`src/rtl/core/spq_pkg.sv`:
```
// Shared types and constants of the sorted priority queue core.
// Depends on nothing; every other file of the core but assert_macros.svh imports it.
package spq_pkg;

   localparam int DEPTH = 16;
   localparam int CNT_W = $clog2(DEPTH + 1);
   localparam int IDX_W = $clog2(DEPTH);
   localparam int ID_W = 16;
   localparam int PRIO_W = 4;
   localparam int RSP_CNT_W = 5;
   localparam int STATUS_W = 2;

   localparam logic CMD_INSERT = 1'b0;
   localparam logic CMD_REMOVE = 1'b1;

   localparam logic [STATUS_W-1:0] ST_OK = 2'd0;
   localparam logic [STATUS_W-1:0] ST_FULL = 2'd1;
   localparam logic [STATUS_W-1:0] ST_EMPTY = 2'd2;

   localparam logic [CNT_W-1:0] COUNT_FULL = CNT_W'(DEPTH);
   localparam logic [RSP_CNT_W-1:0] RSP_COUNT_FULL = RSP_CNT_W'(DEPTH);

   typedef enum logic [2:0] {
      OP_NONE,
      OP_INSERT,
      OP_REMOVE,
      OP_REJECT_FULL,
      OP_REJECT_EMPTY
   } op_type;

   typedef struct packed {
      op_type op;
   } dp_cmd_type;

   typedef struct packed {
      logic full;
      logic empty;
   } dp_status_type;

endpackage

```
`src/rtl/core/spq_channels.sv`:
```
// Valid/ready channel interfaces for requests and responses of the queue.
// Depends on spq_pkg for the payload widths.
interface spq_req_if import spq_pkg::*; ();
   logic valid;
   logic ready;
   logic cmd;
   logic [ID_W-1:0] item_id;
   logic [PRIO_W-1:0] priority_req;

   modport source (output valid, output cmd, output item_id, output priority_req,
                   input ready);
   modport sink (input valid, input cmd, input item_id, input priority_req,
                 output ready);
endinterface

interface spq_rsp_if import spq_pkg::*; ();
   logic valid;
   logic ready;
   logic [STATUS_W-1:0] status;
   logic [ID_W-1:0] out_id;
   logic [PRIO_W-1:0] out_priority;
   logic [RSP_CNT_W-1:0] count;

   modport source (output valid, output status, output out_id, output out_priority,
                   output count, input ready);
   modport sink (input valid, input status, input out_id, input out_priority,
                 input count, output ready);
endinterface

```
`src/rtl/core/spq_datapath.sv`:
```
// Datapath of the queue: a row of compare-and-shift cells, the entry count
// and the response register. Depends on spq_pkg; driven by spq_controller.
module spq_datapath import spq_pkg::*; (
   input  logic                 clock,
   input  logic                 reset,
   input  dp_cmd_type           dp_cmd,
   input  logic [ID_W-1:0]      item_id,
   input  logic [PRIO_W-1:0]    priority_req,
   output dp_status_type        dp_status,
   output logic [STATUS_W-1:0]  rsp_status,
   output logic [ID_W-1:0]      rsp_id,
   output logic [PRIO_W-1:0]    rsp_priority,
   output logic [RSP_CNT_W-1:0] rsp_count
);

   logic [ID_W-1:0]      id_ff [DEPTH];
   logic [ID_W-1:0]      id_in [DEPTH];
   logic [PRIO_W-1:0]    prio_ff [DEPTH];
   logic [PRIO_W-1:0]    prio_in [DEPTH];
   logic [CNT_W-1:0]     count_ff;
   logic [CNT_W-1:0]     count_in;
   logic [DEPTH-1:0]     later;
   logic [STATUS_W-1:0]  status_ff;
   logic [STATUS_W-1:0]  status_in;
   logic [ID_W-1:0]      out_id_ff;
   logic [ID_W-1:0]      out_id_in;
   logic [PRIO_W-1:0]    out_prio_ff;
   logic [PRIO_W-1:0]    out_prio_in;
   logic [RSP_CNT_W-1:0] out_count_ff;
   logic [RSP_CNT_W-1:0] out_count_in;

   assign dp_status.full = (count_ff == COUNT_FULL);
   assign dp_status.empty = (count_ff == '0);

   // A held entry sorts after the new one when its priority is strictly less urgent.
   always_comb begin
      for (int i = 0; i < DEPTH; i++) begin
         later[i] = (CNT_W'(i) < count_ff) && (prio_ff[i] > priority_req);
      end
   end

   always_comb begin
      logic prev_later;
      prev_later = 1'b0;
      count_in = count_ff;
      status_in = status_ff;
      out_id_in = out_id_ff;
      out_prio_in = out_prio_ff;
      for (int i = 0; i < DEPTH; i++) begin
         id_in[i] = id_ff[i];
         prio_in[i] = prio_ff[i];
      end
      unique case (dp_cmd.op)
         OP_INSERT: begin
            for (int i = 0; i < DEPTH; i++) begin
               prev_later = (i == 0) ? 1'b0 : later[(i == 0) ? 0 : i - 1];
               if (prev_later) begin
                  id_in[i] = id_ff[(i == 0) ? 0 : i - 1];
                  prio_in[i] = prio_ff[(i == 0) ? 0 : i - 1];
               end else if (later[i] || (CNT_W'(i) == count_ff)) begin
                  id_in[i] = item_id;
                  prio_in[i] = priority_req;
               end
            end
            count_in = count_ff + CNT_W'(1);
            status_in = ST_OK;
            out_id_in = '0;
            out_prio_in = '0;
         end
         OP_REMOVE: begin
            for (int i = 0; i < DEPTH - 1; i++) begin
               id_in[i] = id_ff[i + 1];
               prio_in[i] = prio_ff[i + 1];
            end
            count_in = count_ff - CNT_W'(1);
            status_in = ST_OK;
            out_id_in = id_ff[0];
            out_prio_in = prio_ff[0];
         end
         OP_REJECT_FULL: begin
            status_in = ST_FULL;
            out_id_in = '0;
            out_prio_in = '0;
         end
         OP_REJECT_EMPTY: begin
            status_in = ST_EMPTY;
            out_id_in = '0;
            out_prio_in = '0;
         end
         default: begin
         end
      endcase
      out_count_in = (dp_cmd.op == OP_NONE) ? out_count_ff : RSP_CNT_W'(count_in);
   end

   always_ff @(posedge clock) begin
      if (reset) begin
         count_ff <= '0;
      end else begin
         count_ff <= count_in;
      end
   end

   always_ff @(posedge clock) begin
      for (int i = 0; i < DEPTH; i++) begin
         id_ff[i] <= id_in[i];
         prio_ff[i] <= prio_in[i];
      end
      status_ff <= status_in;
      out_id_ff <= out_id_in;
      out_prio_ff <= out_prio_in;
      out_count_ff <= out_count_in;
   end

   assign rsp_status = status_ff;
   assign rsp_id = out_id_ff;
   assign rsp_priority = out_prio_ff;
   assign rsp_count = out_count_ff;

endmodule

```
`src/rtl/core/spq_controller.sv`:
```
// Controller of the queue: accepts requests, picks the datapath operation
// and owns the response valid. Depends on spq_pkg.
module spq_controller import spq_pkg::*; (
   input  logic          clock,
   input  logic          reset,
   input  logic          req_valid,
   input  logic          req_cmd,
   output logic          req_ready,
   output logic          rsp_valid,
   input  logic          rsp_ready,
   input  dp_status_type dp_status,
   output dp_cmd_type    dp_cmd
);

   typedef enum logic {
      IDLE,
      RESP
   } state_type;

   state_type state_ff;
   state_type state_in;
   logic      accept;

   // A new request may be taken in the cycle the pending response is transferred.
   assign req_ready = (state_ff == IDLE) || rsp_ready;
   assign accept = req_valid && req_ready;
   assign rsp_valid = (state_ff == RESP);

   always_comb begin
      dp_cmd.op = OP_NONE;
      if (accept) begin
         if (req_cmd == CMD_INSERT) begin
            dp_cmd.op = dp_status.full ? OP_REJECT_FULL : OP_INSERT;
         end else begin
            dp_cmd.op = dp_status.empty ? OP_REJECT_EMPTY : OP_REMOVE;
         end
      end
   end

   always_comb begin
      state_in = state_ff;
      unique case (state_ff)
         IDLE: begin
            if (accept) begin
               state_in = RESP;
            end
         end
         RESP: begin
            if (rsp_ready && !accept) begin
               state_in = IDLE;
            end
         end
         default: begin
            state_in = IDLE;
         end
      endcase
   end

   always_ff @(posedge clock) begin
      if (reset) begin
         state_ff <= IDLE;
      end else begin
         state_ff <= state_in;
      end
   end

endmodule

```
`src/rtl/core/sorted_priority_queue_core.sv`:
```
// Channel   Dir  Payload                                    Transfer
// req_ch    in   cmd, item_id, priority_req                 valid & ready
// rsp_ch    out  status, out_id, out_priority, count        valid & ready
//
// Each request is executed in the cycle it is accepted; the response appears
// registered in the next cycle, and one request per cycle is sustained while
// responses are taken at once.
// A waiting response stalls further requests until it is transferred.
// Synchronous active-high reset empties the queue and drops any pending response.
// Depends on spq_pkg, spq_channels, spq_controller and spq_datapath.
module sorted_priority_queue_core import spq_pkg::*; (
   input  logic   clock,
   input  logic   reset,
   spq_req_if.sink   req_ch,
   spq_rsp_if.source rsp_ch
);

   dp_cmd_type    dp_cmd;
   dp_status_type dp_status;

   spq_controller u_ctrl (
      .clock     (clock),
      .reset     (reset),
      .req_valid (req_ch.valid),
      .req_cmd   (req_ch.cmd),
      .req_ready (req_ch.ready),
      .rsp_valid (rsp_ch.valid),
      .rsp_ready (rsp_ch.ready),
      .dp_status (dp_status),
      .dp_cmd    (dp_cmd)
   );

   spq_datapath u_dp (
      .clock        (clock),
      .reset        (reset),
      .dp_cmd       (dp_cmd),
      .item_id      (req_ch.item_id),
      .priority_req (req_ch.priority_req),
      .dp_status    (dp_status),
      .rsp_status   (rsp_ch.status),
      .rsp_id       (rsp_ch.out_id),
      .rsp_priority (rsp_ch.out_priority),
      .rsp_count    (rsp_ch.count)
   );

endmodule

```
`src/flat_wrapper.sv`:
```
// flat-port wrapper written by rule: the top's interface ports become plain ports
module sorted_priority_queue_core_flat import spq_pkg::*;
  (clock, reset, req_ch_valid, req_ch_cmd, req_ch_item_id, req_ch_priority_req, req_ch_ready, rsp_ch_valid, rsp_ch_status, rsp_ch_out_id, rsp_ch_out_priority, rsp_ch_count, rsp_ch_ready);
  spq_req_if req_ch_i ();
  spq_rsp_if rsp_ch_i ();
  input  logic clock;
  input  logic reset;
  input wire logic [$bits(req_ch_i.valid)-1:0] req_ch_valid;
  input wire logic [$bits(req_ch_i.cmd)-1:0] req_ch_cmd;
  input wire logic [$bits(req_ch_i.item_id)-1:0] req_ch_item_id;
  input wire logic [$bits(req_ch_i.priority_req)-1:0] req_ch_priority_req;
  output wire logic [$bits(req_ch_i.ready)-1:0] req_ch_ready;
  output wire logic [$bits(rsp_ch_i.valid)-1:0] rsp_ch_valid;
  output wire logic [$bits(rsp_ch_i.status)-1:0] rsp_ch_status;
  output wire logic [$bits(rsp_ch_i.out_id)-1:0] rsp_ch_out_id;
  output wire logic [$bits(rsp_ch_i.out_priority)-1:0] rsp_ch_out_priority;
  output wire logic [$bits(rsp_ch_i.count)-1:0] rsp_ch_count;
  input wire logic [$bits(rsp_ch_i.ready)-1:0] rsp_ch_ready;
  assign req_ch_i.valid = req_ch_valid;
  assign req_ch_i.cmd = req_ch_cmd;
  assign req_ch_i.item_id = req_ch_item_id;
  assign req_ch_i.priority_req = req_ch_priority_req;
  assign req_ch_ready = req_ch_i.ready;
  assign rsp_ch_valid = rsp_ch_i.valid;
  assign rsp_ch_status = rsp_ch_i.status;
  assign rsp_ch_out_id = rsp_ch_i.out_id;
  assign rsp_ch_out_priority = rsp_ch_i.out_priority;
  assign rsp_ch_count = rsp_ch_i.count;
  assign rsp_ch_i.ready = rsp_ch_ready;
  sorted_priority_queue_core u_core (.clock(clock), .reset(reset), .req_ch(req_ch_i), .rsp_ch(rsp_ch_i));
endmodule
```
`config.mk`:
```
export PLATFORM = sky130hd
export DESIGN_NAME = sorted_priority_queue_core_flat
export DESIGN_NICKNAME = d
export VERILOG_FILES = /design/src/rtl/core/spq_pkg.sv /design/src/rtl/core/spq_channels.sv /design/src/rtl/core/spq_datapath.sv /design/src/rtl/core/spq_controller.sv /design/src/rtl/core/sorted_priority_queue_core.sv /design/src/flat_wrapper.sv
export SDC_FILE = /design/constraint.sdc
export NUM_CORES = 1
export LEC_CHECK = 0
export BUFFER_PORTS_ARGS = -buffer_cell sky130_fd_sc_hd__buf_2
export CAP_MARGIN = 25
export CORE_MARGIN = 3
export CORE_UTILIZATION = 63
export DETAILED_ROUTE_END_ITERATION = 10
export PLACE_DENSITY = 0.8
export SKIP_CTS_REPAIR_TIMING = 1
export SLEW_MARGIN = 10
export SYNTH_ARGS = -nofsm -noshare
export SYNTH_HDL_FRONTEND = slang
export SYNTH_SLANG_ARGS = --single-unit
```
`constraint.sdc`:
```
create_clock -name clock -period 4.5 [get_ports clock]
set_input_delay 0 -clock clock [delete_from_list [all_inputs] [get_ports clock]]
set_output_delay 0 -clock clock [all_outputs]
set_load 0.05 [all_outputs]
```
Word level (Yosys, flattened, before mapping)
Memory sizes are Yosys's and may differ from the RTL's.
Index checks and enable logic that the tools add are counted.
{"block": "totals", "ff_bits": 33, "ram_bits": 320, "in_bits": 25, "output_inout_bits": 29, "elab_cells": 182, "n_memories": 2}
{"block": "classes", "add_sub_neg": 2, "order_cmp": 32, "n_eq_ne": 20, "mux": 77, "bitwise": 1, "n_reduce_logical": 42}
{"memory": "u_core.u_dp.id_ff", "words": 16, "width": 16, "read_ports": 16, "rd_ports_with_merged_regs": 0, "write_ports": 16, "line_no": "spq_datapath.sv:16", "text": "logic [ID_W-1:0] id_ff [DEPTH];"}
{"memory": "u_core.u_dp.prio_ff", "words": 16, "width": 4, "read_ports": 16, "rd_ports_with_merged_regs": 0, "write_ports": 16, "line_no": "spq_datapath.sv:18", "text": "logic [PRIO_W-1:0] prio_ff [DEPTH];"}
{"operator": "$mux W16", "count": 32}
{"operator": "$pmux W240 S2", "count": 1}
{"operator": "$mux W4", "count": 32}
{"operator": "$pmux W60 S2", "count": 1}
{"operator": "$gt A4 B4 Y1", "count": 16}
{"operator": "$eq A4 B5 Y1 const A", "count": 8}
{"operator": "$lt A4 B5 Y1 const A", "count": 8}
{"operator": "$pmux W16 S2", "count": 1}
{"operator": "$eq A3 B5 Y1 const A", "count": 4}
{"operator": "$lt A3 B5 Y1 const A", "count": 4}
{"operator": "$logic_and A1 B1 Y1", "count": 18}
{"operator": "$logic_or A1 B1 Y1", "count": 17}
{"operator": "$eq A2 B5 Y1 const A", "count": 2}
{"operator": "$lt A1 B5 Y1 const A", "count": 2}
{"operator": "$lt A2 B5 Y1 const A", "count": 2}
{"operator": "$pmux W5 S2", "count": 1}
{"operator": "$mux W3", "count": 3}
{"operator": "$pmux W4 S2", "count": 1}
{"operator": "$eq A3 B2 Y1 const B", "count": 2}
{"operator": "$pmux W2 S3", "count": 1}
{"operator": "$add A5 B1 Y5 const B", "count": 1}
{"operator": "$eq A1 B5 Y1 const A", "count": 1}
{"operator": "$eq A5 B5 Y1 const B", "count": 1}
{"operator": "$logic_not A5 Y1", "count": 1}
{"operator": "other kinds (13)", "count": 14}

Logic depth before layout (Yosys ltp)
Gate-level depths: netlist (run 1).
{"block": "logic_depth", "ltp_word": 7, "depth_mapped": 11, "ltp_nobuf": 7}

Cells and area by module
From an unflattened synthesis (run 1), not the netlist that was laid out.
{"block": "hier_totals", "cells_unflattened": 1692, "hier_area_um2": 19229.7}
{"module": "spq_datapath", "instances": 1, "cells_per_inst": 1683, "area_each_um2": 19158.4}
{"module": "spq_controller", "instances": 1, "cells_per_inst": 9, "area_each_um2": 71.3}

Least setup slack after synthesis (run 1)
OpenSTA, ideal clock, no wires.
{"block": "synth_timing", "path_kind": "register to register", "startpoint": "register, netlist name u_core.u_ctrl.rsp_valid", "endpoint": "memory u_core.u_dp.id_ff[6][4], in the netlist u_core.u_dp.id_ff[0][100], enable pin", "t_arrival_ns": 3.129, "t_required_ns": 4.091, "setup_slack_ns": 0.962, "stages_incl_launch_ff": 8, "period_less_slack_ns": 3.538, "path_cell_list": "dfxtp_1 nand2b_1 clkbuf_1 nand2_1 inv_2 o21ai_1 clkbuf_1 a31oi_1"}
{"element": "end, declared", "line_no": "spq_datapath.sv:16"}

==> impl_results.md, run 1 <==
- P_leak: 0.00725 uW
- Synth Cell Area: 0.0189 sq mm
- Most common cell in the netlist: edfxtp_1
- Clock skew: 0.0223 ns
- Routability cong.: 0.871
- Max Buffers Root-to-Sink: 3
- Fin. Hold Viols: 0
- Via count: 14700
- Worst flop-to-flop path startpoint: u_core.u_dp.count_ff[1]
- F_max: 0.299 GHz
- Nets in the synthesized netlist: 1830
- Syn Area/Cell: 10.9 sq um
- Initial Util: 64.9%
- Cells on worst reg2reg path: 8
- Primary FF master, synth: edfxtp_1
- H-tree levels: 2
- Die W: 179 um
- Clock root cell: clkbuf_16
- Total power: 10100 uW
- Multi-input logic area: 0.00763 sq mm
- DRT Wirelength: 51700 um
- DIE AREA: 0.0322 sq mm
- Synth async-reset ratio: 0%
- DRT iter0 DRCs: 1942
- CP startpoint: u_core.u_dp.count_ff[1]
- HPWL Detailed: 30200 um
- Synth area leaders: edfxtp_1 55%, o211ai_1 6.6%, mux2i_1 5.6%, nand2_1 5.5%, nand3_1 4.7%
- Die Y: 179 um
- Post-synthesis register bit count: 353
- Num rows: 62
- Max_cap viols: 0
- Layout Nets: 1837
- Register area share after synthesis: 55.7%
- Cell variety after synth: 58
- Startpoint Class: register
- # DRC: 0
- Register area: 0.0105 sq mm
- Crit end category: register
- Worst min path class: input pin to register
- Post-layout util: 71.4%
- Total grt overflow: 0
- Worst skew pair latency: 0.54 ns
- VDD IR-drop max: 0.271 mV
- Post-synthesis instance total: 1736
- CTS buffer count: 38
- Critical Path RT: 4.85 ns
- Fin Setup TNS: 0 ns
- Max-slew violation count: 0
- Status: finished, final reports clean
- Arr. time, crit path: 3.70 ns
- Antenna viol nets, final: 0
- Drt wl/cell: 24.0 um
- Clock power frac: 29.1%
- Antenna violations before repair: 0
- Drt pass-1 iters: 6
- Final setup vio count: 0
- Setup slack, reg-to-reg: 1.15 ns
- Pin count of the biggest net entering global routing: 190
- Area leader, netlist: edfxtp_1
- # fillers: 2071
- Hold path start: req_ch_priority_req[1]
- CTS tree: built
- WHS Path Cells: 3
- Yosys Warn Count: 0
- Total GRT Usage: 32.1%
- CP max FO: 103
- Post-synth top area share: 55.0%
- Clk slew on worst S/H paths: 0.06 ns
- Switching power: 3280 uW
- Combinational power share: 25.6%
- Int Power: 6770 uW
- Global-route wire length before repair: 79100 um
- RSZ-0062 raised after global routing: no
- Final period util: 74.4%
- Vias in the first global route: 14200
- Worst-Margin Slew: 0.856 ns
- Core ar.: 0.0292 sq mm
- Slew HR: 43.0%
- Routed vias/inst: 6.82
- Top cells by count, synth: 347 x edfxtp_1, 278 x nand2_1, 179 x nand3_1
- Reg-to-Reg End: u_core.u_dp.id_ff[0][43]
- ANT cells: 0
- Hold EP: u_core.u_dp.prio_ff[1][1]
- CTS sink count: 353
- Clock period minus worst slack: 3.35 ns
- Power Density: 483 mW/mm^2
- Port buffer count: 53
- Top Ports: 54
- Sw Share: 32.7%
- Area Overhead vs Synth: 9.98%
- Layout cells sized above 1: 11.6%
- Reg power frac: 45.3%
- EDFF count, synth: 347
- Critical path type: register to register
-- cell families after synthesis --
logic type               share of synthesized area (%)
adder cells (fa/ha/maj)                           4.56
multiplexers                                      6.68
AO/OA/AOI/OAI                                     13.6
flip-flops                                        55.7
XOR/XNOR                                         0.139
buffers and inverters                             4.94
AND/OR/NAND/NOR                                   14.4
-- cell usage in the layout (no fill, tap or decap), types with 3 or more instances in the layout --
master	instances
a2111oi_2	3
a211oi_4	5
a21o_1	3
a21oi_1	88
a21oi_2	9
a221oi_1	3
a31oi_1	5
a31oi_2	6
and2_1	21
and3_1	6
buf_12	4
buf_2	53
buf_4	44
clkbuf_1	6
clkbuf_16	39
clkinv_1	11
clkinv_2	7
dfxtp_1	6
dlygate4sd3_1	19
edfxtp_1	347
ha_1	69
inv_1	36
mux2_2	19
mux2i_1	105
nand2_1	278
nand3_1	179
nand4_1	10
nand4b_1	4
nor2_1	78
nor2b_1	15
nor3_1	5
o211ai_1	167
o21ai_0	54
o21ai_1	6
o221ai_1	14
-- registers in the layout, summed over array words and instances (netlist names) --
name / flops
u_core.u_dp.id_ff: 256
u_core.u_dp.prio_ff: 64
u_core.u_dp.rsp_id: 16
u_core.u_dp.count_ff: 5
u_core.u_dp.rsp_count: 5
u_core.u_dp.rsp_priority: 4
u_core.u_dp.rsp_status: 2
u_core.u_ctrl.rsp_valid: 1
-- how the worst max path moves through the flow --
stage,slack [ns],end,cells after the start
finish,1.15,u_core.u_dp.id_ff[0][43],8
global route,0.95,u_core.u_dp.prio_ff[0][16],8
CTS,0.84,u_core.u_dp.id_ff[1][75],6
detailed placement,0.83,u_core.u_dp.id_ff[1][75],6
global placement,1.06,u_core.u_dp.id_ff[1][67],6
floorplan,0.96,u_core.u_dp.id_ff[0][100],7
-- worst max-delay path: stages, from the launching register on --
cell,delay (ns)
dfxtp_1,0.44
inv_1,0.19
ha_1,0.38
or4b_1,0.60
nand4_1,0.15
buf_4,0.23
buf_12,0.36
nand2_1,0.40
o211ai_1,0.31
-- layout make-up --
type                    instances  share of cell area, %
well taps                     384                   2.31
clock inverters                21                  0.667
multi-input cells            1192                   36.7
repair buffers                121                   4.29
flip-flops and latches        353                   50.6
clock buffers                  45                   4.79
inverters                      37                  0.667
-- per-layer routing --
metal | global-route usage (%) | vias up | part of all wire, %
met2 | 48.6 | 922 | 45
met1 | 44.6 | 7091 | 39
met3 | 6.09 | 160 | 11
met4 | 16.4 | 0 | 4.9
li1 | - | 6513 | -
met5 | 0 | - | 0
-- per-stage QoR --
step / cells / area (sq um) / worst slack [ns] / hold slack [ns]
after floorplan: 1736 / 18900 / 0.962 / 0.0691
final: 2153 / 20800 / 1.15 / 0.0384
after detailed placement: 2067 / 19500 / 0.827 / 0.279
after global placement: 2067 / 19500 / 1.06 / 0.264
after global routing: 2153 / 20800 / 0.949 / 0.0498
after CTS: 2133 / 20600 / 0.843 / -0.269
-- power by group through the flow --
| stage | clock network (uW) | logic [uW] | registers, uW |
|---|---|---|---|
| 5_1_grt | 3060 | 2770 | 4590 |
| 3_5_place_dp | 0 | 2500 | 4600 |
| 6_report | 2920 | 2570 | 4560 |
| 2_1_floorplan | 0 | 1690 | 4630 |
| 4_1_cts | 2950 | 2510 | 4540 |
| 3_3_place_gp | 0 | 2400 | 4590 |
Note: power is estimated with default switching activity, not from simulation.
==> run 2, diff against run 1 <==
--- a/config.mk
+++ b/config.mk
@@ -8,9 +8,9 @@
 export BUFFER_PORTS_ARGS = -buffer_cell sky130_fd_sc_hd__buf_2
 export CAP_MARGIN = 25
 export CORE_MARGIN = 3
-export CORE_UTILIZATION = 63
+export CORE_UTILIZATION = 57
 export DETAILED_ROUTE_END_ITERATION = 10
-export PLACE_DENSITY = 0.8
+export PLACE_DENSITY = 0.77
 export SKIP_CTS_REPAIR_TIMING = 1
 export SLEW_MARGIN = 10
 export SYNTH_ARGS = -nofsm -noshare
==> constraint.sdc (replaced) <==
create_clock -name clock -period 2.9 [get_ports clock]
set_input_delay 0 -clock clock [delete_from_list [all_inputs] [get_ports clock]]
set_output_delay 0 -clock clock [all_outputs]
set_load 0.05 [all_outputs]
==> impl_results.md, run 2 (synthesis results as in run 1) <==
- Vias in the first global route: 13100
- Worst skew pair latency: 0.54 ns
- Crit end category: register
- CP max FO: 22
- Drt wl/cell: 19.4 um
- WHS Path Cells: 4
- Reg-to-Reg End: u_core.u_dp.id_ff[1][55]
- Peak per-stage delay on the critical path: 0.44 ns
- Max Buffers Root-to-Sink: 3
- # fillers: 2443
- Total grt overflow: 0
- CP delay by family, top: compound AO/OA/AOI/OAI gates
- Clock root cell: clkbuf_16
- Layout Nets: 1871
- RSZ-0062 raised after global routing: no
- CTS sink count: 353
- P_leak: 0.00745 uW
- Global-route wire length before repair: 69900 um
- Slowest-stage cell, CP: edfxtp_1
- Antenna violations before repair: 0
- DRT Wirelength: 43700 um
- Port buffer count: 53
- Total GRT Usage: 23.9%
- DP Cell Count: 2152
- Clk slew on worst S/H paths: 0.06 ns
- CTS buffer count: 39
- Max-slew violation count: 0
- Worst-Margin Slew: 0.940 ns
- Non-filler cells, final: 2249
- Worst min path class: input pin to register
- Drt pass-1 iters: 6
- H-tree levels: 2
- Arr. time, crit path: 2.93 ns
- Routed vias/inst: 6.12
- CP startpoint: u_core.u_dp.prio_ff[1][15]
- CTS tree: built
- Clock skew: 0.0279 ns
- Core ar.: 0.0326 sq mm
- Worst flop-to-flop path startpoint: u_core.u_dp.prio_ff[1][15]
- Hold path start: req_ch_priority_req[3]
- Post-layout util: 65.3%
- Via count: 13800
- VDD IR-drop max: 0.449 mV
- Setup WS pre-CTS: 0.137 ns
- Final period util: 94.4%
- HPWL Detailed: 30300 um
- Hold EP: u_core.u_dp.prio_ff[0][3]
- Max reg flops: 256
- Antenna viol nets, final: 0
- ANT cells: 0
- Top Ports: 54
- Slew HR: 37.3%
- CP bufs+invs: 2
- Layout cells sized above 1: 13.3%
- Num rows: 66
- DIE AREA: 0.0354 sq mm
- Fin. Hold Viols: 0
- Crit-path cells: ha_1 > and3_1 > a221oi_1 > a211oi_4 > buf_4 > a21oi_1 > a31oi_2 > buf_4
- Final setup vio count: 0
- Cells on worst reg2reg path: 8
- # DRC: 0
- PnR worst setup slack: 0.163 ns
- Critical path type: register to register
- Initial Util: 58.0%
- Area Overhead vs Synth: 12.6%
- Die W: 188 um
- F_max: 0.365 GHz
- Final hold slack: 0.0696 ns
- Max_cap viols: 0
- Critical Path RT: 3.09 ns
- Fin Setup TNS: 0 ns
- Largest Register: u_core.u_dp.id_ff
- DRT iter0 DRCs: 1718
- Clock period minus worst slack: 2.74 ns
- Most common cell after layout, fill and taps aside: edfxtp_1
- Startpoint Class: register
- Commonest cells after routing, fill and taps aside: 347 x edfxtp_1, 278 x nand2_1, 179 x nand3_1
- Power Density: 726 mW/mm^2
- Setup slack, reg-to-reg: 0.16 ns
- Routability cong.: 0.908
- Die Y: 188 um
- Crit path top cell by count: buf_4
- Pin count of the biggest net entering global routing: 130
- Status: finished, final reports clean
## run 2: cell count changes in the layout (fill, tap and decap cells not counted), moves of 3 or more
cell / change
a21oi_2: -3
a21oi_4: +3
buf_12: +8
buf_4: +19
buf_8: +4
inv_6: +3
## run 2: final cells by class
type                    count  area [sq um]  area share [%]
repair buffers            154          1260            5.92
clock buffers              47          1010            4.72
inverters                  37           139           0.652
clock inverters            24           148           0.693
flip-flops and latches    353         10500            49.5
well taps                 442           553            2.59
multi-input cells        1192          7670            36.0
## run 2: metrics by stage
stage / cell area, sq um / power (uW)
2_1_floorplan: 19000 / 9840
3_3_place_gp: 19900 / 10700
3_5_place_dp: 19900 / 10900
4_1_cts: 21000 / 15500
5_1_grt: 21300 / 16200
6_report: 21300 / 15500
## run 2: where the power goes
group,switching (uW),internal [uW],total (uW)
registers,349,6670,7020
logic,2510,1420,3930
clock network,1960,2570,4530
total,4820,10700,15500
## run 2: worst max path at each step
stage	depth (start not counted)	slack [ns]	to
2_1_floorplan	10	-0.42	u_core.u_dp.id_ff[1][32]
3_3_place_gp	6	0.29	u_core.u_dp.id_ff[0][74]
3_5_place_dp	6	0.14	u_core.u_dp.id_ff[0][74]
4_1_cts	6	0.14	u_core.u_dp.id_ff[0][78]
5_1_grt	8	0.04	u_core.u_dp.id_ff[1][55]
6_report	8	0.16	u_core.u_dp.id_ff[1][55]
## run 2: metal layers
metal  vias up  track usage [%]  share of wire [%]
met2       532             37.0                 45
met3        67             3.37                6.8
met4         0             5.48                1.7
li1       6584                -                  -
met1      6573             36.1                 46
met5         -                0                  0
## run 2: tightest hold or removal path, delay by kind of cell
kind	cells	cell delay, ns
buffers and inverters	3	0.31
AO/OA/AOI/OAI	1	0.16
==> run 3, diff against run 2 <==
--- a/config.mk
+++ b/config.mk
@@ -5,12 +5,14 @@
 export SDC_FILE = /design/constraint.sdc
 export NUM_CORES = 1
 export LEC_CHECK = 0
+export ABC_AREA = 1
 export BUFFER_PORTS_ARGS = -buffer_cell sky130_fd_sc_hd__buf_2
 export CAP_MARGIN = 25
 export CORE_MARGIN = 3
 export CORE_UTILIZATION = 57
 export DETAILED_ROUTE_END_ITERATION = 10
 export PLACE_DENSITY = 0.77
+export REMOVE_ABC_BUFFERS = 1
 export SKIP_CTS_REPAIR_TIMING = 1
 export SLEW_MARGIN = 10
 export SYNTH_ARGS = -nofsm -noshare
==> impl_results.md, run 3 <==
- Status: finished, final reports clean
- DRT Wirelength: 61200 um
- Drt wl/cell: 19.8 um
- Syn Area/Cell: 8.10 sq um
- Final setup vio count: 0
- Num rows: 69
- Global-route wire length before repair: 95800 um
- RSZ-0062 raised after global routing: no
- Top cells by count, synth: 995 x nand2_1, 393 x nand3_1, 347 x edfxtp_1
- Clk slew on worst S/H paths: 0.06 ns
- Combinational power share: 32.7%
- Post-layout util: 63.8%
- Yosys Warn Count: 0
- Via count: 18700
- Max Buffers Root-to-Sink: 3
- Switching power: 6850 uW
- Total power: 18500 uW
- Max reg flops: 256
- Die W: 199 um
- Port buffer count: 53
- Int Power: 11700 uW
- CTS buffer count: 39
- Initial Util: 58.6%
- PnR worst setup slack: 0.247 ns
- Synth area leaders: edfxtp_1 49%, nand2_1 18%, nand3_1 9.3%, nand3b_1 4.7%, ha_1 4.1%
- Synth Area in Adders: 4.08%
- Worst skew pair latency: 0.54 ns
- Primary FF master, synth: edfxtp_1
- Slowest-stage cell, CP: dfxtp_1
- VDD IR-drop max: 0.471 mV
- Area leader, netlist: edfxtp_1
- Core ar.: 0.0361 sq mm
- Crit-path cells: inv_1 > ha_1 > nand2_1 > nor2_2 > nor2_4 > inv_8 > buf_4 > nand2_1 > nor2_1 > nor2_1 > buf_4
- Post-synth top area share: 49.3%
- Largest family of logic cells by synthesized area: simple AND/OR/NAND/NOR gates
- F_max: 0.377 GHz
- Peak per-stage delay on the critical path: 0.52 ns
- Top Ports: 54
- Critical path type: register to register
- CP bufs+invs: 4
- Clock skew: 0.0231 ns
- Die Y: 199 um
- Routability cong.: 0.887
- Area Overhead vs Synth: 8.87%
- Worst-Margin Slew: 1.13 ns
- Xor/xnor share of the synthesized area: 0%
- Reg power frac: 40.4%
- Post-synthesis instance total: 2611
- Vias in the first global route: 18300
- Compound-cell area share of the yosys netlist: 3.03%
- Worst min path class: input pin to register
- Drt pass-1 iters: 6
- CTS sink count: 353
- Clock power frac: 26.9%
- Final period util: 91.5%
- DRT iter0 DRCs: 2269
- Simple logic cell fraction of the synthesized area: 34.5%
- Clock period minus worst slack: 2.65 ns
- Crit end category: register
- # DRC: 0
- GRT Max-Usage Layer: met2
- Register area share after synthesis: 49.8%
- GR Util met3: 5.05%
- H-tree levels: 2
- CP delay by family, top: buffers and inverters
- M2 GR Usage: 51.3%
- Total GRT Usage: 30.6%
- Clock root cell: clkbuf_16
- Largest Register: u_core.u_dp.id_ff
- EDFF count, synth: 347
- Antenna violations before repair: 0
- Synth async-reset ratio: 0%
- Fin. Hold Viols: 0
- Most common cell after layout, fill and taps aside: nand2_1
- HPWL Detailed: 40500 um
- ANT cells: 0
- Layout Nets: 2702
- Post-synthesis register bit count: 353
- Power Density: 804 mW/mm^2
- P_leak: 0.0105 uW
- Startpoint Class: register
- CTS tree: built
- Max_cap viols: 0
- M1 GR Usage: 38.6%
- Slew HR: 24.7%
- Max-slew violation count: 0
- Commonest cells after routing, fill and taps aside: 995 x nand2_1, 393 x nand3_1, 347 x edfxtp_1
- Most common cell in the netlist: nand2_1
- Setup WS pre-CTS: 0.240 ns
- Synth Cell Area: 0.0212 sq mm
- Layout cells sized above 1: 7.59%
- Cell variety after synth: 27
- Arr. time, crit path: 2.87 ns
- Multiplexer area fraction after synthesis: 0%
- CP max FO: 52
- Sw Share: 37.0%
- Total grt overflow: 0
- Antenna viol nets, final: 0
- Routed vias/inst: 6.04
- Critical Path RT: 3.12 ns
- DIE AREA: 0.0395 sq mm
- Pin count of the biggest net entering global routing: 115
-- run 3: cell types whose count changed after synthesis, moves of 44 or more --
cell	delta
o211ai_1	-167
inv_1	+179
nand3_1	+214
nand3b_1	+132
nand2_1	+717
mux2i_1	-105
a21oi_1	-44
-- run 3: metal layers --
| layer | wire (um) | vias to the layer above |
|---|---|---|
| li1 | - | 8598 |
| met4 | 3150 | 0 |
| met1 | 23300 | 8850 |
| met3 | 5360 | 223 |
| met5 | 0 | - |
| met2 | 29400 | 1049 |
-- run 3: area by class of cell --
cell class | count | area, sq um
repair buffers | 140 | 1010
well taps | 461 | 577
clock buffers | 49 | 1060
flip-flops and latches | 353 | 10500
clock inverters | 20 | 199
inverters | 223 | 845
multi-input cells | 1851 | 8800
fillers | 3057 | 13100
-- run 3: path summary, 6_finish.rpt --
path | from | end | slack, ns | cells past startpoint
worst min register to register | u_core.u_dp.id_ff[1][116] | u_core.u_dp.id_ff[1][100] | 0.52 | 2
worst max register to register | u_core.u_dp.count_ff[1] | u_core.u_dp.id_ff[1][37] | 0.25 | 11
worst max-delay path | u_core.u_dp.count_ff[1] | u_core.u_dp.id_ff[1][37] | 0.25 | 11
worst min-delay path | req_ch_priority_req[3] | u_core.u_dp.prio_ff[1][31] | 0.09 | 4
-- run 3: cell families after synthesis --
family	after synthesis
flip-flops	353
AO/OA/AOI/OAI	124
AND/OR/NAND/NOR	1658
adder cells (fa/ha/maj)	69
buffers and inverters	407
-- run 3: worst min-delay path, delay by kind of cell --
family | cells | cell delay (ns)
buffers and inverters | 3 | 0.36
AO/OA/AOI/OAI | 1 | 0.14
-- run 3: power groups by stage --
stage / combinational [uW] / sequential (uW) / clock [uW]
after floorplan: 3870 / 7560 / 0
after global placement: 5690 / 7530 / 0
after detailed placement: 5920 / 7530 / 0
after CTS: 5960 / 7440 / 5000
after global routing: 6710 / 7510 / 5210
final: 6060 / 7470 / 4980
-- run 3: through the flow --
| stage | hold WS [ns] | instance area, sq um | instances | setup TNS, ns |
|---|---|---|---|---|
| after floorplan | 0.0691 | 20200 | 2427 | -3936.33 |
| after global placement | 0.283 | 21700 | 3022 | 0 |
| after detailed placement | 0.286 | 21700 | 3022 | 0 |
| after CTS | -0.272 | 23000 | 3091 | 0 |
| after global routing | 0.118 | 23000 | 3097 | 0 |
| final | 0.0856 | 23000 | 3097 | 0 |
